### config.mk
export PLATFORM = sky130hd
export DESIGN_NAME = link_keepalive_and_gap_resend
export DESIGN_NICKNAME = d
export VERILOG_FILES = /design/src/sv/lkgr_pkg.sv /design/src/sv/link_keepalive_and_gap_resend.sv
export VERILOG_INCLUDE_DIRS = /design/src /design/src/sv
export SDC_FILE = /design/constraint.sdc
export NUM_CORES = 1
export LEC_CHECK = 0
export BUFFER_PORTS_ARGS = -buffer_cell sky130_fd_sc_hd__clkbuf_2
export CAP_MARGIN = 15
export CORE_ASPECT_RATIO = 2
export CORE_MARGIN = 4
export CORE_UTILIZATION = 30
export CTS_CLUSTER_DIAMETER = 200
export DETAILED_ROUTE_END_ITERATION = 16
export PLACE_DENSITY = 0.48
export SYNTH_ARGS = -nofsm -noshare
export SYNTH_HDL_FRONTEND = slang
export SYNTH_SLANG_ARGS = --single-unit
### constraint.sdc
create_clock -name clk -period 6.9 [get_ports clk]
set_input_delay 0.69 -clock clk [delete_from_list [all_inputs] [get_ports clk]]
set_output_delay 0.69 -clock clk [all_outputs]
set_load 0.01 [all_outputs]
### src/sv/link_keepalive_and_gap_resend_macros.svh
// Assertion helpers for the link keepalive block.
// Both sample on clk and stand down while rst_n is low.
`ifndef LINK_KEEPALIVE_AND_GAP_RESEND_MACROS_SVH
`define LINK_KEEPALIVE_AND_GAP_RESEND_MACROS_SVH

// Consequent must hold in the same cycle as the antecedent
`define LKGR_ASSERT_SAME(label, ante, cons, msg) \
  label: assert property (@(posedge clk) disable iff (!rst_n) (ante) |-> (cons)) \
    else $error(msg);

// Consequent must hold in the cycle after the antecedent
`define LKGR_ASSERT_NEXT(label, ante, cons, msg) \
  label: assert property (@(posedge clk) disable iff (!rst_n) (ante) |=> (cons)) \
    else $error(msg);

`endif

### src/sv/lkgr_pkg.sv
package lkgr_pkg;

  // Sequencer states, one-hot
  typedef enum logic [4:0] {
    SEQ_IDLE   = 5'b00001,
    SEQ_DECIDE = 5'b00010,
    SEQ_GAP    = 5'b00100,
    SEQ_EMIT_A = 5'b01000,
    SEQ_EMIT_B = 5'b10000
  } seq_t;

  // Link state as reported on the result channel
  typedef enum logic [1:0] {
    LINK_STOPPED   = 2'd0,
    LINK_WAITING   = 2'd1,
    LINK_CONNECTED = 2'd2
  } link_st_t;

  // Result actions
  typedef enum logic [2:0] {
    ACT_INIT       = 3'd0,
    ACT_PING       = 3'd1,
    ACT_RESEND     = 3'd2,
    ACT_RETRANSMIT = 3'd3,
    ACT_DELIVER    = 3'd4
  } act_t;

  // Input item functions
  localparam logic [1:0] FUNC_TICK    = 2'd0;
  localparam logic [1:0] FUNC_PACKET  = 2'd1;
  localparam logic [1:0] FUNC_CONNECT = 2'd2;
  localparam logic [1:0] FUNC_STOP    = 2'd3;

  // Control packet kinds
  localparam logic [2:0] KIND_HELLO   = 3'd0;
  localparam logic [2:0] KIND_GOODBYE = 3'd1;
  localparam logic [2:0] KIND_PONG    = 3'd2;
  localparam logic [2:0] KIND_RESEND  = 3'd3;

  // Configuration register indexes
  localparam logic [1:0] REG_PING_INTERVAL   = 2'd0;
  localparam logic [1:0] REG_MAX_MISSED      = 2'd1;
  localparam logic [1:0] REG_RETRY_LIMIT     = 2'd2;
  localparam logic [1:0] REG_CONTROL_CONN_ID = 2'd3;

  // Register reset values
  localparam logic [7:0] PING_INTERVAL_RST = 8'd5;
  localparam logic [7:0] MAX_MISSED_RST    = 8'd5;
  localparam logic [7:0] RETRY_LIMIT_RST   = 8'd5;
  localparam logic [7:0] SEND_COUNT_RST    = 8'd5;

endpackage

### src/sv/link_keepalive_and_gap_resend.sv
// Flow: an accepted item is decided in SEQ_DECIDE; its results are then registered from
// SEQ_GAP, SEQ_EMIT_A and SEQ_EMIT_B in order, one result per cycle while out_tready stays high.
// No new item is taken until the sequencer is back in SEQ_IDLE; a packet with a long gap
// gives up to MAX_RESEND_BURST resend results; the single incrementer walks the gap.
// Reset: synchronous on rst_n low; link stopped, counters and configuration registers at reset values.
`include "link_keepalive_and_gap_resend_macros.svh"

module link_keepalive_and_gap_resend #(
  parameter int MAX_RESEND_BURST = 16
) (
  input  logic        clk,
  input  logic        rst_n,
  // input channel
  input  logic        in_tvalid,
  output logic        in_tready,
  input  logic [55:0] in_tdata,  // pack_id[15:0], is_resent[16], conn_id[32:17],
                                 // resend_target[48:33], zero fill
  input  logic [4:0]  in_tuser,  // func[1:0], packet_kind[4:2]
  // result channel
  output logic        out_tvalid,
  input  logic        out_tready,
  output logic [23:0] out_tdata, // packet_ref[15:0], link_state[17:16], zero fill
  output logic [2:0]  out_tuser, // action[2:0]
  output logic        out_tlast,
  // configuration
  input  logic        cfg_we,
  input  logic [1:0]  cfg_index,
  input  logic [15:0] cfg_data
);

  localparam int SW = $clog2(MAX_RESEND_BURST + 1);
  localparam logic [SW-1:0] SENT_LAST = SW'(MAX_RESEND_BURST - 1);

  // sequencer and link state
  lkgr_pkg::seq_t     seq_r, seq_nxt;
  lkgr_pkg::link_st_t link_r, link_nxt;
  logic [15:0] last_in_r, last_in_nxt;
  logic [7:0]  send_cnt_r, send_cnt_nxt;
  logic [7:0]  wait_cnt_r, wait_cnt_nxt;
  logic [7:0]  missed_r, missed_nxt;
  logic [7:0]  retries_r, retries_nxt;

  // configuration registers
  logic [7:0]  ping_int_r, ping_int_nxt;
  logic [7:0]  max_missed_r, max_missed_nxt;
  logic [7:0]  retry_lim_r, retry_lim_nxt;
  logic [15:0] ctrl_cid_r, ctrl_cid_nxt;

  // latched item
  logic [1:0]  func_r, func_nxt;
  logic [15:0] pid_r, pid_nxt;
  logic        resent_r, resent_nxt;
  logic [15:0] cid_r, cid_nxt;
  logic [2:0]  kind_r, kind_nxt;
  logic [15:0] target_r, target_nxt;

  // gap walk and pending results
  logic [16:0]        next_r, next_nxt;
  logic [SW-1:0]      sent_r, sent_nxt;
  logic               gap_go;
  logic               a_v_r, a_v_nxt;
  lkgr_pkg::act_t     a_act_r, a_act_nxt;
  logic [15:0]        a_ref_r, a_ref_nxt;
  logic               b_v_r, b_v_nxt;

  // output register
  logic               out_v_r, out_v_nxt;
  lkgr_pkg::act_t     out_act_r, out_act_nxt;
  logic [15:0]        out_ref_r, out_ref_nxt;
  lkgr_pkg::link_st_t out_st_r, out_st_nxt;
  logic               out_last_r, out_last_nxt;

  // shared incrementer and compare
  logic [16:0] inc_op, inc_sum;
  logic        inc_lt, gap_cont, out_free;

  assign inc_op   = (seq_r == lkgr_pkg::SEQ_DECIDE) ? {1'b0, last_in_r} : next_r;
  assign inc_sum  = inc_op + 17'd1;
  assign inc_lt   = inc_sum < {1'b0, pid_r};
  assign gap_cont = inc_lt && (sent_r < SENT_LAST);
  assign out_free = !out_v_r || out_tready;

  assign in_tready  = (seq_r == lkgr_pkg::SEQ_IDLE);
  assign out_tvalid = out_v_r;
  assign out_tdata  = {6'd0, out_st_r, out_ref_r};
  assign out_tuser  = out_act_r;
  assign out_tlast  = out_last_r;

  // Sequencer, state update and result emission
  always_comb begin
    seq_nxt        = seq_r;
    link_nxt       = link_r;
    last_in_nxt    = last_in_r;
    send_cnt_nxt   = send_cnt_r;
    wait_cnt_nxt   = wait_cnt_r;
    missed_nxt     = missed_r;
    retries_nxt    = retries_r;
    ping_int_nxt   = ping_int_r;
    max_missed_nxt = max_missed_r;
    retry_lim_nxt  = retry_lim_r;
    ctrl_cid_nxt   = ctrl_cid_r;
    func_nxt       = func_r;
    pid_nxt        = pid_r;
    resent_nxt     = resent_r;
    cid_nxt        = cid_r;
    kind_nxt       = kind_r;
    target_nxt     = target_r;
    next_nxt       = next_r;
    sent_nxt       = sent_r;
    gap_go         = 1'b0;
    a_v_nxt        = a_v_r;
    a_act_nxt      = a_act_r;
    a_ref_nxt      = a_ref_r;
    b_v_nxt        = b_v_r;
    out_v_nxt      = out_v_r && !out_tready;
    out_act_nxt    = out_act_r;
    out_ref_nxt    = out_ref_r;
    out_st_nxt     = out_st_r;
    out_last_nxt   = out_last_r;

    // write configuration
    if (cfg_we) begin
      unique case (cfg_index)
        lkgr_pkg::REG_PING_INTERVAL:   ping_int_nxt   = cfg_data[7:0];
        lkgr_pkg::REG_MAX_MISSED:      max_missed_nxt = cfg_data[7:0];
        lkgr_pkg::REG_RETRY_LIMIT:     retry_lim_nxt  = cfg_data[7:0];
        lkgr_pkg::REG_CONTROL_CONN_ID: ctrl_cid_nxt   = cfg_data;
      endcase
    end

    unique case (seq_r)
      lkgr_pkg::SEQ_IDLE: begin
        // latch the item
        if (in_tvalid) begin
          func_nxt   = in_tuser[1:0];
          kind_nxt   = in_tuser[4:2];
          pid_nxt    = in_tdata[15:0];
          resent_nxt = in_tdata[16];
          cid_nxt    = in_tdata[32:17];
          target_nxt = in_tdata[48:33];
          seq_nxt    = lkgr_pkg::SEQ_DECIDE;
        end
      end

      lkgr_pkg::SEQ_DECIDE: begin
        a_v_nxt   = 1'b0;
        b_v_nxt   = 1'b0;
        a_act_nxt = lkgr_pkg::ACT_INIT;
        a_ref_nxt = 16'd0;
        next_nxt  = inc_sum;
        sent_nxt  = '0;
        unique case (func_r)
          lkgr_pkg::FUNC_TICK: begin
            if (link_r == lkgr_pkg::LINK_WAITING) begin
              // failed connect attempt
              if (retries_r <= 8'd1) begin
                retries_nxt = 8'd0;
                link_nxt    = lkgr_pkg::LINK_STOPPED;
              end else begin
                retries_nxt = retries_r - 8'd1;
                a_v_nxt     = 1'b1;
              end
            end else if (link_r == lkgr_pkg::LINK_CONNECTED) begin
              // count down the pong wait
              if (wait_cnt_r == 8'd1) begin
                wait_cnt_nxt = 8'd0;
                if (missed_r != 8'hff) missed_nxt = missed_r + 8'd1;
              end else if (wait_cnt_r > 8'd1) begin
                wait_cnt_nxt = wait_cnt_r - 8'd1;
              end
              // count down to the next ping
              if (send_cnt_r == 8'd1) begin
                a_v_nxt      = 1'b1;
                a_act_nxt    = lkgr_pkg::ACT_PING;
                wait_cnt_nxt = ping_int_r;
                send_cnt_nxt = 8'd0;
              end else if (send_cnt_r > 8'd1) begin
                send_cnt_nxt = send_cnt_r - 8'd1;
              end
              // link lost: reconnect
              if (wait_cnt_r == 8'd1 && missed_nxt > max_missed_r) begin
                b_v_nxt  = 1'b1;
                link_nxt = lkgr_pkg::LINK_WAITING;
              end
            end
          end

          lkgr_pkg::FUNC_PACKET: begin
            if (link_r != lkgr_pkg::LINK_STOPPED) begin
              send_cnt_nxt = ping_int_r;
              wait_cnt_nxt = 8'd0;
              if (!resent_r) begin
                gap_go      = inc_lt;
                last_in_nxt = pid_r;
              end
              if (cid_r == ctrl_cid_r) begin
                priority case (kind_r)
                  lkgr_pkg::KIND_HELLO: begin
                    link_nxt     = lkgr_pkg::LINK_CONNECTED;
                    a_v_nxt      = 1'b1;
                    a_act_nxt    = lkgr_pkg::ACT_PING;
                    wait_cnt_nxt = ping_int_r;
                    send_cnt_nxt = 8'd0;
                  end
                  lkgr_pkg::KIND_GOODBYE: link_nxt = lkgr_pkg::LINK_STOPPED;
                  lkgr_pkg::KIND_PONG:    missed_nxt = 8'd0;
                  lkgr_pkg::KIND_RESEND: begin
                    a_v_nxt   = 1'b1;
                    a_act_nxt = lkgr_pkg::ACT_RETRANSMIT;
                    a_ref_nxt = target_r;
                  end
                  default: ;
                endcase
              end else begin
                a_v_nxt   = 1'b1;
                a_act_nxt = lkgr_pkg::ACT_DELIVER;
                a_ref_nxt = cid_r;
              end
            end
          end

          lkgr_pkg::FUNC_CONNECT: begin
            if (link_r == lkgr_pkg::LINK_STOPPED) begin
              retries_nxt = retry_lim_r;
              a_v_nxt     = 1'b1;
              link_nxt    = lkgr_pkg::LINK_WAITING;
            end
          end

          lkgr_pkg::FUNC_STOP: link_nxt = lkgr_pkg::LINK_STOPPED;
        endcase

        // pick the first phase with work
        if (gap_go)       seq_nxt = lkgr_pkg::SEQ_GAP;
        else if (a_v_nxt) seq_nxt = lkgr_pkg::SEQ_EMIT_A;
        else if (b_v_nxt) seq_nxt = lkgr_pkg::SEQ_EMIT_B;
        else              seq_nxt = lkgr_pkg::SEQ_IDLE;
      end

      lkgr_pkg::SEQ_GAP: begin
        // request one skipped id per cycle while the output register is free
        if (out_free) begin
          out_v_nxt    = 1'b1;
          out_act_nxt  = lkgr_pkg::ACT_RESEND;
          out_ref_nxt  = next_r[15:0];
          out_st_nxt   = link_r;
          out_last_nxt = !gap_cont && !a_v_r && !b_v_r;
          next_nxt     = inc_sum;
          sent_nxt     = sent_r + SW'(1);
          if (!gap_cont) begin
            if (a_v_r)      seq_nxt = lkgr_pkg::SEQ_EMIT_A;
            else if (b_v_r) seq_nxt = lkgr_pkg::SEQ_EMIT_B;
            else            seq_nxt = lkgr_pkg::SEQ_IDLE;
          end
        end
      end

      lkgr_pkg::SEQ_EMIT_A: begin
        if (out_free) begin
          out_v_nxt    = 1'b1;
          out_act_nxt  = a_act_r;
          out_ref_nxt  = a_ref_r;
          out_st_nxt   = link_r;
          out_last_nxt = !b_v_r;
          seq_nxt      = b_v_r ? lkgr_pkg::SEQ_EMIT_B : lkgr_pkg::SEQ_IDLE;
        end
      end

      lkgr_pkg::SEQ_EMIT_B: begin
        // reconnect after link loss
        if (out_free) begin
          out_v_nxt    = 1'b1;
          out_act_nxt  = lkgr_pkg::ACT_INIT;
          out_ref_nxt  = 16'd0;
          out_st_nxt   = link_r;
          out_last_nxt = 1'b1;
          seq_nxt      = lkgr_pkg::SEQ_IDLE;
        end
      end

      default: seq_nxt = lkgr_pkg::SEQ_IDLE;
    endcase
  end

  // Control state and configuration
  always_ff @(posedge clk) begin
    if (!rst_n) begin
      seq_r        <= lkgr_pkg::SEQ_IDLE;
      link_r       <= lkgr_pkg::LINK_STOPPED;
      last_in_r    <= 16'd0;
      send_cnt_r   <= lkgr_pkg::SEND_COUNT_RST;
      wait_cnt_r   <= 8'd0;
      missed_r     <= 8'd0;
      retries_r    <= lkgr_pkg::RETRY_LIMIT_RST;
      ping_int_r   <= lkgr_pkg::PING_INTERVAL_RST;
      max_missed_r <= lkgr_pkg::MAX_MISSED_RST;
      retry_lim_r  <= lkgr_pkg::RETRY_LIMIT_RST;
      ctrl_cid_r   <= 16'd0;
      a_v_r        <= 1'b0;
      b_v_r        <= 1'b0;
      out_v_r      <= 1'b0;
    end else begin
      seq_r        <= seq_nxt;
      link_r       <= link_nxt;
      last_in_r    <= last_in_nxt;
      send_cnt_r   <= send_cnt_nxt;
      wait_cnt_r   <= wait_cnt_nxt;
      missed_r     <= missed_nxt;
      retries_r    <= retries_nxt;
      ping_int_r   <= ping_int_nxt;
      max_missed_r <= max_missed_nxt;
      retry_lim_r  <= retry_lim_nxt;
      ctrl_cid_r   <= ctrl_cid_nxt;
      a_v_r        <= a_v_nxt;
      b_v_r        <= b_v_nxt;
      out_v_r      <= out_v_nxt;
    end
  end

  // Payload
  always_ff @(posedge clk) begin
    func_r     <= func_nxt;
    pid_r      <= pid_nxt;
    resent_r   <= resent_nxt;
    cid_r      <= cid_nxt;
    kind_r     <= kind_nxt;
    target_r   <= target_nxt;
    next_r     <= next_nxt;
    sent_r     <= sent_nxt;
    a_act_r    <= a_act_nxt;
    a_ref_r    <= a_ref_nxt;
    out_act_r  <= out_act_nxt;
    out_ref_r  <= out_ref_nxt;
    out_st_r   <= out_st_nxt;
    out_last_r <= out_last_nxt;
  end

  // Checks
  `LKGR_ASSERT_NEXT(a_accept_decides, in_tvalid && in_tready, seq_r == lkgr_pkg::SEQ_DECIDE, "accepted item not decided")
  `LKGR_ASSERT_SAME(a_gap_below_pid, seq_r == lkgr_pkg::SEQ_GAP, next_r < {1'b0, pid_r}, "resend id beyond arrived packet")
  `LKGR_ASSERT_SAME(a_gap_capped, seq_r == lkgr_pkg::SEQ_GAP, sent_r <= SENT_LAST, "resend burst over cap")
  `LKGR_ASSERT_SAME(a_init_waiting, out_v_r && out_act_r == lkgr_pkg::ACT_INIT, out_st_r == lkgr_pkg::LINK_WAITING, "init sent outside waiting state")

endmodule
==> results of run 1 <==
-- synth_stat cells (7+ instances only) --
cell and n:
dfxtp_1 98, nor2b_1 21, edfxtp_1 117, nand3_1 25, ha_1 35, nand2_1 162, and2_1 9, xor2_1 16
a22oi_1 12, o21a_1 7, nor2_1 66, nor3_1 30, clkbuf_1 32, xnor2_1 37, inv_1 37, a21oi_1 73
nand4_1 15, a22o_1 32, mux2i_1 24, and3_1 7, o21ai_0 35, nand2b_1 9, o211ai_1 7
-- power groups by stage --
stage / clock network, W / registers, W / logic [W]
6_report: 0.00126 / 0.00148 / 0.000265
4_1_cts: 0.00130 / 0.00148 / 0.000271
3_5_place_dp: 0 / 0.00151 / 0.000269
3_3_place_gp: 0 / 0.00151 / 0.000267
5_1_grt: 0.00134 / 0.00148 / 0.000298
2_1_floorplan: 0 / 0.00148 / 0.000185
-- through the flow --
stage / area (sq um) / util (%)
after global placement: 11200 / 33.1
final: 11900 / 35.4
after detailed placement: 11200 / 33.1
after floorplan: 10300 / -
after global routing: 11900 / 35.4
after CTS: 11900 / 35.4
-- kinds of logic (layout without fill, tap and decap cells) --
logic type,count (synthesis),in the layout
xor+xnor,54,54
fa+ha+maj,35,35
flops,215,215
simple gates,379,379
other cells,1,6
compound gates,214,214
buf+inv,84,187
mux,27,27
-- routing by layer --
metal,up-vias,share of wire (%)
met3,38,3.0
met2,144,58
met5,-,0
li1,3785,-
met4,0,3.4
met1,3730,36
-- worst reg2reg max path, cell delays in order, from the launching register on --
cell,delay [ps]
dfxtp_1,370
nor3_1,410
nand2_2,90
buf_4,260
nand2_1,110
nand2_1,70
ha_1,240
nand3_1,200
nor4_4,70
a41oi_2,320
nor2_1,160
nand3_1,120
xor2_1,150
mux2i_1,120
ha_1,220
a211oi_1,230
o211ai_1,170
a2111oi_0,410
a21oi_1,220
nor4b_1,500
a21oi_1,200
o21ai_0,120
a21oi_1,80
-- worst paths after layout --
| check | end | slack, ps | from |
|---|---|---|---|
| worst min-delay path | cid_r[14] | 330 | in_tdata[31] |
| worst min register to register | last_in_r[15] | 450 | last_in_r[15] |
| worst max register to register | seq_r[4] | 1910 | seq_r[3] |
| worst max-delay path | seq_r[4] | 1910 | seq_r[3] |
-- area by class of cell --
class                           instances  share of cell area, %
Sequential cell                       215                   45.9
Multi-Input combinational cell        715                   37.3
Clock buffer                           32                   5.45
Timing Repair Buffer                  109                   4.76
Tap cell                              436                   4.57
Inverter                               38                   1.19
Clock inverter                          8                  0.880
-- registers in the layout, indices dropped and copies added (netlist names), 16 cells and up --
| signal | flops |
|---|---|
| a_ref_r | 16 |
| cid_r | 16 |
| ctrl_cid_r | 16 |
| last_in_r | 16 |
| next_r | 17 |
| out_ref_r | 16 |
| pid_r | 16 |
| target_r | 16 |
==> results.tsv, run 1 <==
metric	value	unit
maxCapViolCount	0	
status	completed	
io_buffers	100	
finalSetupViolCount	0	
finalSetupTns	0	ps
cp_num_buf_inv	1	
hold_violations	0	
gp_congestion	0.857	
critPathKind	reg2reg	
avgRoutedWirePerCell	18.7	um
yosys.area_share.simple	17.5	%
synth-seq-area-share	53.2	%
hold_buffers	0	
seqPwrFrac	49.3	%
p_int	0.00226	W
ant_nets	0	
drt_iter0_markers	349	
met2_usage	30.8	%
clockPowerShare	41.9	%
vias_per_cell	4.96	
diodes	0	
cp_cell_sequence	nor3_1, nand2_2, buf_4, nand2_1, nand2_1, ha_1, nand3_1, nor4_4, a41oi_2, nor2_1, nand3_1, xor2_1, mux2i_1, ha_1, a211oi_1, o211ai_1, a2111oi_0, a21oi_1, nor4b_1, a21oi_1, o21ai_0, a21oi_1	
period_share	72.3	%
clock-sinks	215	
worst_pin_slew	1140	ps
yosysTopAreaCellShare	34.2	%
synth_fa_ha_area_share	4.26	%
cp_max_fo	25	
gr-total-overflow	0	
finalNonFillerCells	1553	
final_layout_size_suffix_gt1_share	14.9	%
async_flop_share	0	%
synth_edf_count	117	
path_clk_slew	60	ps
drt-pass1-iter-count	5	
insertion_delay	530	ps
gr-usage-met3	1.65	%
num_io_pins	114	
grt_max_degree	55	
cts-resized-gates	0	
cts_buffers	22	
die-height	270	um
combinationalPowerShare	8.8	%
synth_top_family_by_area	simple AND/OR/NAND/NOR gates	
rows	95	
leakagePower	4.53	nW
die_area	0.0375	sq mm
area_growth_syn_to_layout	16.1	%
synth-xor-area-share	4.78	%
register_area	0.00548	sq mm
cts-root-buf	clkbuf_16	
core-area	0.0338	sq mm
cts_setup_buffers	0	
worst-path-stages	22	
drc_errors	0	
avgSynthCellArea	10.2	sq um
crit_slowest_cell	nor4b_1	
muxShareOfSynthArea	2.66	%
arrival	5380	ps
drt_wl_total	29.0	mm
switching_share	24.7	%
layout_setup_ws	1910	ps
cp-start-kind	flop	
dpl.hpwl	21.7	mm
cts_max_level	1	
layout_commonest_cell	nand2_1	
skew	17.4	ps
synth_cell_types	72	
yosysWarnings	0	
rsz0062_at_grt	no	
required	7290	ps
hold_class	in2reg	
power.density	251	mW/mm^2
vias	7697	
synth.largest_area_cell	edfxtp_1	
cp_common_cell	a21oi_1	
synthTopCellsByArea	edfxtp_1, dfxtp_1, nand2_1	
met1_usage	15.3	%
busiest_layer	met2	
slew_viol_final	0	
fillers	3485	
postSynthCellCount	1009	
multi_input_area	0.00445	sq mm
power	0.00300	W
max_clock_freq	201	MHz
max_stage_delay	500	ps
crit_family	compound AO/OA/AOI/OAI gates	
layout_common_cells	nand2_1, edfxtp_1, clkbuf_2, dfxtp_1, a21oi_1	
grt_pass1_wl	44.6	mm
holdWs	332	ps
synth_compound_area_share	13.7	%
r2r_cells	22	
holdPathStages	1	
antenna_found_initial	0	
relSlewSlack	23.9	%
cts_tree	built	
preCtsSetupSlack	1920	ps
p_switching	0.000741	W
ys.flop_type	edfxtp_1	
fin_crit	4990	ps
clk_path_buf_depth	3	
syn_area	0.0103	sq mm
ys_ff_latch	215	
grt_pass1_vias	7803	
initial_utilization	30.5	%
crit_path_end_kind	flop	
fin_nets	1220	
grtUsageTotal	15.1	%
die_w	139	um
ir_drop	0.176	mV
dp_cells	1513	
No activity file was read; power rests on OpenSTA's default activity.
==> inputs of run 2 (changes only) <==
==> constraint.sdc (replaced) <==
create_clock -name clk -period 4.7 [get_ports clk]
set_input_delay 0.47 -clock clk [delete_from_list [all_inputs] [get_ports clk]]
set_output_delay 0.47 -clock clk [all_outputs]
set_load 0.01 [all_outputs]
==> run 2 against run 1 <==
Against the previous run: fmax up 17%; clock power rose by 36%; sequential share of layout area down 0.19 points; critical path type unchanged; critical path depth rose by 2.
==> results.tsv, run 2 (synthesized netlist as in run 1, its figures left out) <==
metric	value	unit
path_clk_slew	70	ps
grtUsageTotal	15.2	%
p_int	0.00320	W
cp_max_fo	18	
seqPwrFrac	50.6	%
critPathKind	reg2reg	
place_area	0.0113	sq mm
die_w	139	um
cp_cell_sequence	nor3_1, buf_4, nand2_2, buf_6, nand2_1, nand2_1, ha_1, and3_2, a41oi_2, buf_4, nor2_1, xor2_1, nand2_1, o21ai_0, ha_1, a21oi_1, o211ai_1, o221ai_1, a21oi_2, nor4b_2, buf_4, a21oi_1, o21ai_0, a21oi_1	
hold_start	in_tdata[39]	
io_buffers	100	
num_io_pins	114	
r2r_cells	24	
period_share	90.5	%
dp_cells	1526	
drt_iter0_markers	430	
drc_errors	0	
fin_crit	4250	ps
startpoint	seq_r[3]	
required	5150	ps
antenna_found_initial	0	
clock-sinks	215	
maxCapViolCount	0	
gr-total-overflow	0	
worst_pin_slew	1160	ps
fin_nets	1233	
grt_pass1_wl	44.5	mm
vias_per_cell	4.92	
fillers	3514	
drt-pass1-iter-count	5	
cts-resized-gates	0	
final_layout_size_suffix_gt1_share	15.8	%
die_area	0.0375	sq mm
die-height	270	um
power	0.00428	W
slew_viol_final	0	
cts-root-buf	clkbuf_16	
core-area	0.0338	sq mm
register_area	0.00548	sq mm
cts_buffers	22	
reg2reg_slack	450	ps
clockPowerShare	39.9	%
rows	95	
avgRoutedWirePerCell	18.7	um
power.density	357	mW/mm^2
finalSetupViolCount	0	
grt_max_degree	46	
whs_endpoint	target_r[6]	
relSlewSlack	22.1	%
finalNonFillerCells	1566	
grt_pass1_vias	7859	
combinationalPowerShare	9.5	%
max_stage_delay	320	ps
layout_commonest_cell	nand2_1	
insertion_delay	520	ps
crit_slowest_cell	ha_1	
switching_share	25.1	%
holdPathStages	1	
cts_setup_buffers	0	
hold_buffers	0	
dpl.hpwl	22.0	mm
diodes	0	
top_register	next_r	
largest_reg_flops	17	
reg2reg_to	seq_r[4]	
p_switching	0.00107	W
gp_congestion	0.834	
leakagePower	4.56	nW
hold_violations	0	
max_clock_freq	235	MHz
cts_tree	built	
reg2reg_from	seq_r[3]	
clk_path_buf_depth	3	
cp-start-kind	flop	
cts_max_level	1	
drt_wl_total	29.3	mm
hold_class	in2reg	
initial_utilization	30.5	%
arrival	4700	ps
final_cell_area	0.0120	sq mm
skew	9.43	ps
vias	7701	
finalSetupTns	0	ps
layout_common_cells	nand2_1, edfxtp_1, clkbuf_2, dfxtp_1, a21oi_1	
status	completed	
ir_drop	0.266	mV
multi_input_area	0.00447	sq mm
area_growth_syn_to_layout	16.6	%
ant_nets	0	
crit_path_end_kind	flop	
run 2: how the worst max path moves through the flow:
stage / to / slack [ps] / depth (start not counted)
finish: seq_r[4] / 450 / 24
global route: seq_r[4] / -70 / 24
CTS: seq_r[4] / 90 / 24
detailed placement: seq_r[4] / 120 / 24
global placement: seq_r[4] / 250 / 25
floorplan: seq_r[4] / 40 / 25
run 2: worst max-delay path: cells and delay by family, from the launching register on:
kind                     cells  cell delay [ps]
adder cells (fa/ha/maj)      2              560
AO/OA/AOI/OAI                9             1660
AND/OR/NAND/NOR              8              870
flip-flops                   1              310
XOR/XNOR                     1              130
buffers and inverters        4              670
run 2: routing by layer:
metal	vias up	routed length (um)	global-route usage, %
li1	3820	-	-
met1	3681	10300	15.1
met5	-	0	0
met3	50	899	1.70
met4	0	1650	8.56
met2	150	16400	29.7
run 2: area by class of cell:
cell class	count	area share, %
sequential	215	45.7
multi-input combinational	715	37.3
timing repair buffer	122	5.58
clock buffer	33	5.10
tap	436	4.55
inverter	38	1.19
clock inverter	7	0.595
run 2: through the flow:
stage | hold WS (ps) | util, % | setup slack (ps)
floorplan | 436 | - | 37.5
global placement | 443 | 33.4 | 254
detailed placement | 447 | 33.4 | 124
CTS | 90.4 | 35.4 | 94.5
global route | 89.7 | 35.5 | -65.3
finish | 120 | 35.5 | 446
run 2: power by group through the flow:
stage / Combinational [W] / Sequential (W) / Clock (W)
finish: 0.000407 / 0.00216 / 0.00171
global route: 0.000458 / 0.00217 / 0.00184
CTS: 0.000409 / 0.00217 / 0.00177
detailed placement: 0.000407 / 0.00221 / 0
global placement: 0.000404 / 0.00221 / 0
floorplan: 0.000271 / 0.00217 / 0
==> inputs of run 3 (changes only) <==
--- a/config.mk
+++ b/config.mk
@@ -10,10 +10,10 @@
 export CAP_MARGIN = 15
 export CORE_ASPECT_RATIO = 2
 export CORE_MARGIN = 4
-export CORE_UTILIZATION = 30
+export CORE_UTILIZATION = 59
 export CTS_CLUSTER_DIAMETER = 200
 export DETAILED_ROUTE_END_ITERATION = 16
-export PLACE_DENSITY = 0.48
+export PLACE_DENSITY = 0.88
 export SYNTH_ARGS = -nofsm -noshare
 export SYNTH_HDL_FRONTEND = slang
 export SYNTH_SLANG_ARGS = --single-unit
==> run 3 against run 2 <==
Against the previous run: worst hold slack better by 25 ps; non-clock buffer count is 4 lower; setup slack worse by 83 ps; critical path depth is 1 lower; clock-buffer cell count is 8 lower; critical endpoint unchanged; die area is 47% lower; largest power group unchanged; first-iteration DRC count is 1.6% higher; utilization is 32 points higher.
==> results.tsv, run 3 (synthesized netlist as in run 1, its figures left out) <==
metric	value	unit
die_w	101	um
maxCapViolCount	0	
reg2reg_to	seq_r[4]	
slew_viol_final	0	
drt_wl_total	26.3	mm
insertion_delay	500	ps
relSlewSlack	21.4	%
cp_max_fo	13	
grt_pass1_wl	41.2	mm
drt_iter0_markers	437	
hold_class	in2reg	
period_share	92.3	%
core-area	0.0172	sq mm
initial_utilization	59.9	%
die-height	195	um
grtUsageTotal	26.8	%
clock-sinks	215	
rsz0062_at_grt	no	
fin_nets	1227	
cts_buffers	20	
skew	9.40	ps
drc_errors	0	
r2r_cells	23	
clk_path_buf_depth	3	
grt_pass1_vias	8356	
io_buffers	100	
crit_path_end_kind	flop	
layout_common_cells	nand2_1, edfxtp_1, clkbuf_2, dfxtp_1, a21oi_1	
reg2reg_from	seq_r[3]	
top_register	next_r	
num_io_pins	114	
gp_congestion	0.987	
finalSetupTns	0	ps
cts-root-buf	clkbuf_16	
startpoint	seq_r[3]	
largest_reg_flops	17	
arrival	4670	ps
gr-total-overflow	0	
required	5040	ps
hold_violations	0	
layout_commonest_cell	nand2_1	
rows	68	
avgRoutedWirePerCell	19.8	um
cts_tree	built	
fin_crit	4340	ps
preCtsSetupSlack	87.9	ps
worst_pin_slew	1180	ps
max_clock_freq	231	MHz
leakagePower	4.53	nW
holdWs	145	ps
cp-start-kind	flop	
vias_per_cell	6.10	
reg2reg_slack	360	ps
critPathKind	reg2reg	
layout_setup_ws	363	ps
finalSetupViolCount	0	
final_layout_size_suffix_gt1_share	16.0	%
power.density	362	mW/mm^2
cts_setup_buffers	0	
vias	8131	
hold_buffers	0	
antenna_found_initial	0	
path_clk_slew	70	ps
grt_max_degree	60	
diodes	0	
drt-pass1-iter-count	5	
ant_nets	0	
status	completed	
ir_drop	0.347	mV
worstSetupEndpoint	seq_r[4]	
area_growth_syn_to_layout	13.5	%
die_area	0.0197	sq mm
cts_max_level	1	
cts-resized-gates	0	
dpl.hpwl	19.3	mm
## run 3: worst min path at each step
stage               cells after the start             end            from  slack (ps)
finish                                  1       kind_r[1]     in_tuser[3]         150
global placement                        2  retry_lim_r[6]  retry_lim_r[6]         450
detailed placement                      2   last_in_r[15]   last_in_r[15]         450
CTS                                     1       cid_r[12]    in_tdata[29]         130
floorplan                               2   last_in_r[15]   last_in_r[15]         440
global route                            1        pid_r[9]     in_tdata[9]         130
## run 3: power breakdown
group	switching, W	internal (W)
Combinational	0.000259	0.000153
Clock	0.000697	0.000961
Sequential	0.0000711	0.00209
Total	0.00103	0.00320
## run 3: per-stage QoR
| stage | area, sq um | total power (W) | utilization (%) | std cells |
|---|---|---|---|---|
| 2_1_floorplan | 10300 | 0.00244 | - | 1014 |
| 3_3_place_gp | 11000 | 0.00258 | 63.8 | 1296 |
| 3_5_place_dp | 11000 | 0.00260 | 63.8 | 1296 |
| 4_1_cts | 11600 | 0.00424 | 67.7 | 1332 |
| 5_1_grt | 11700 | 0.00437 | 67.9 | 1332 |
| 6_report | 11700 | 0.00423 | 67.9 | 1332 |
## run 3: area by class of cell
class                      count  area [sq um]
clock inverter                11           111
sequential                   215          5480
timing repair buffer         118           636
fill                        1311          5510
clock buffer                  25           561
tap                          210           263
multi-input combinational    715          4480
inverter                      38           143
## run 3: metal layers
layer | track usage [%] | part of all wire [%]
met1 | 26.1 | 32
met5 | 0 | 0
met3 | 3.23 | 5.4
met4 | 18.4 | 7.6
met2 | 50.1 | 55
## run 3: worst max-delay path, stage by stage, from the launching register on
cell	delay, ps
dfxtp_2	360
nor3_2	200
buf_4	150
nand2_2	50
buf_4	190
nand2_1	90
nand2_1	80
ha_2	220
and3_2	260
a41oi_2	240
buf_4	180
nor2_1	50
xnor2_1	110
o21ai_0	250
ha_1	300
a21oi_1	160
o211ai_1	150
a2111oi_2	280
a21oi_2	110
nor4b_1	260
buf_4	180
a21oi_1	100
o21ai_0	110
a21oi_1	80
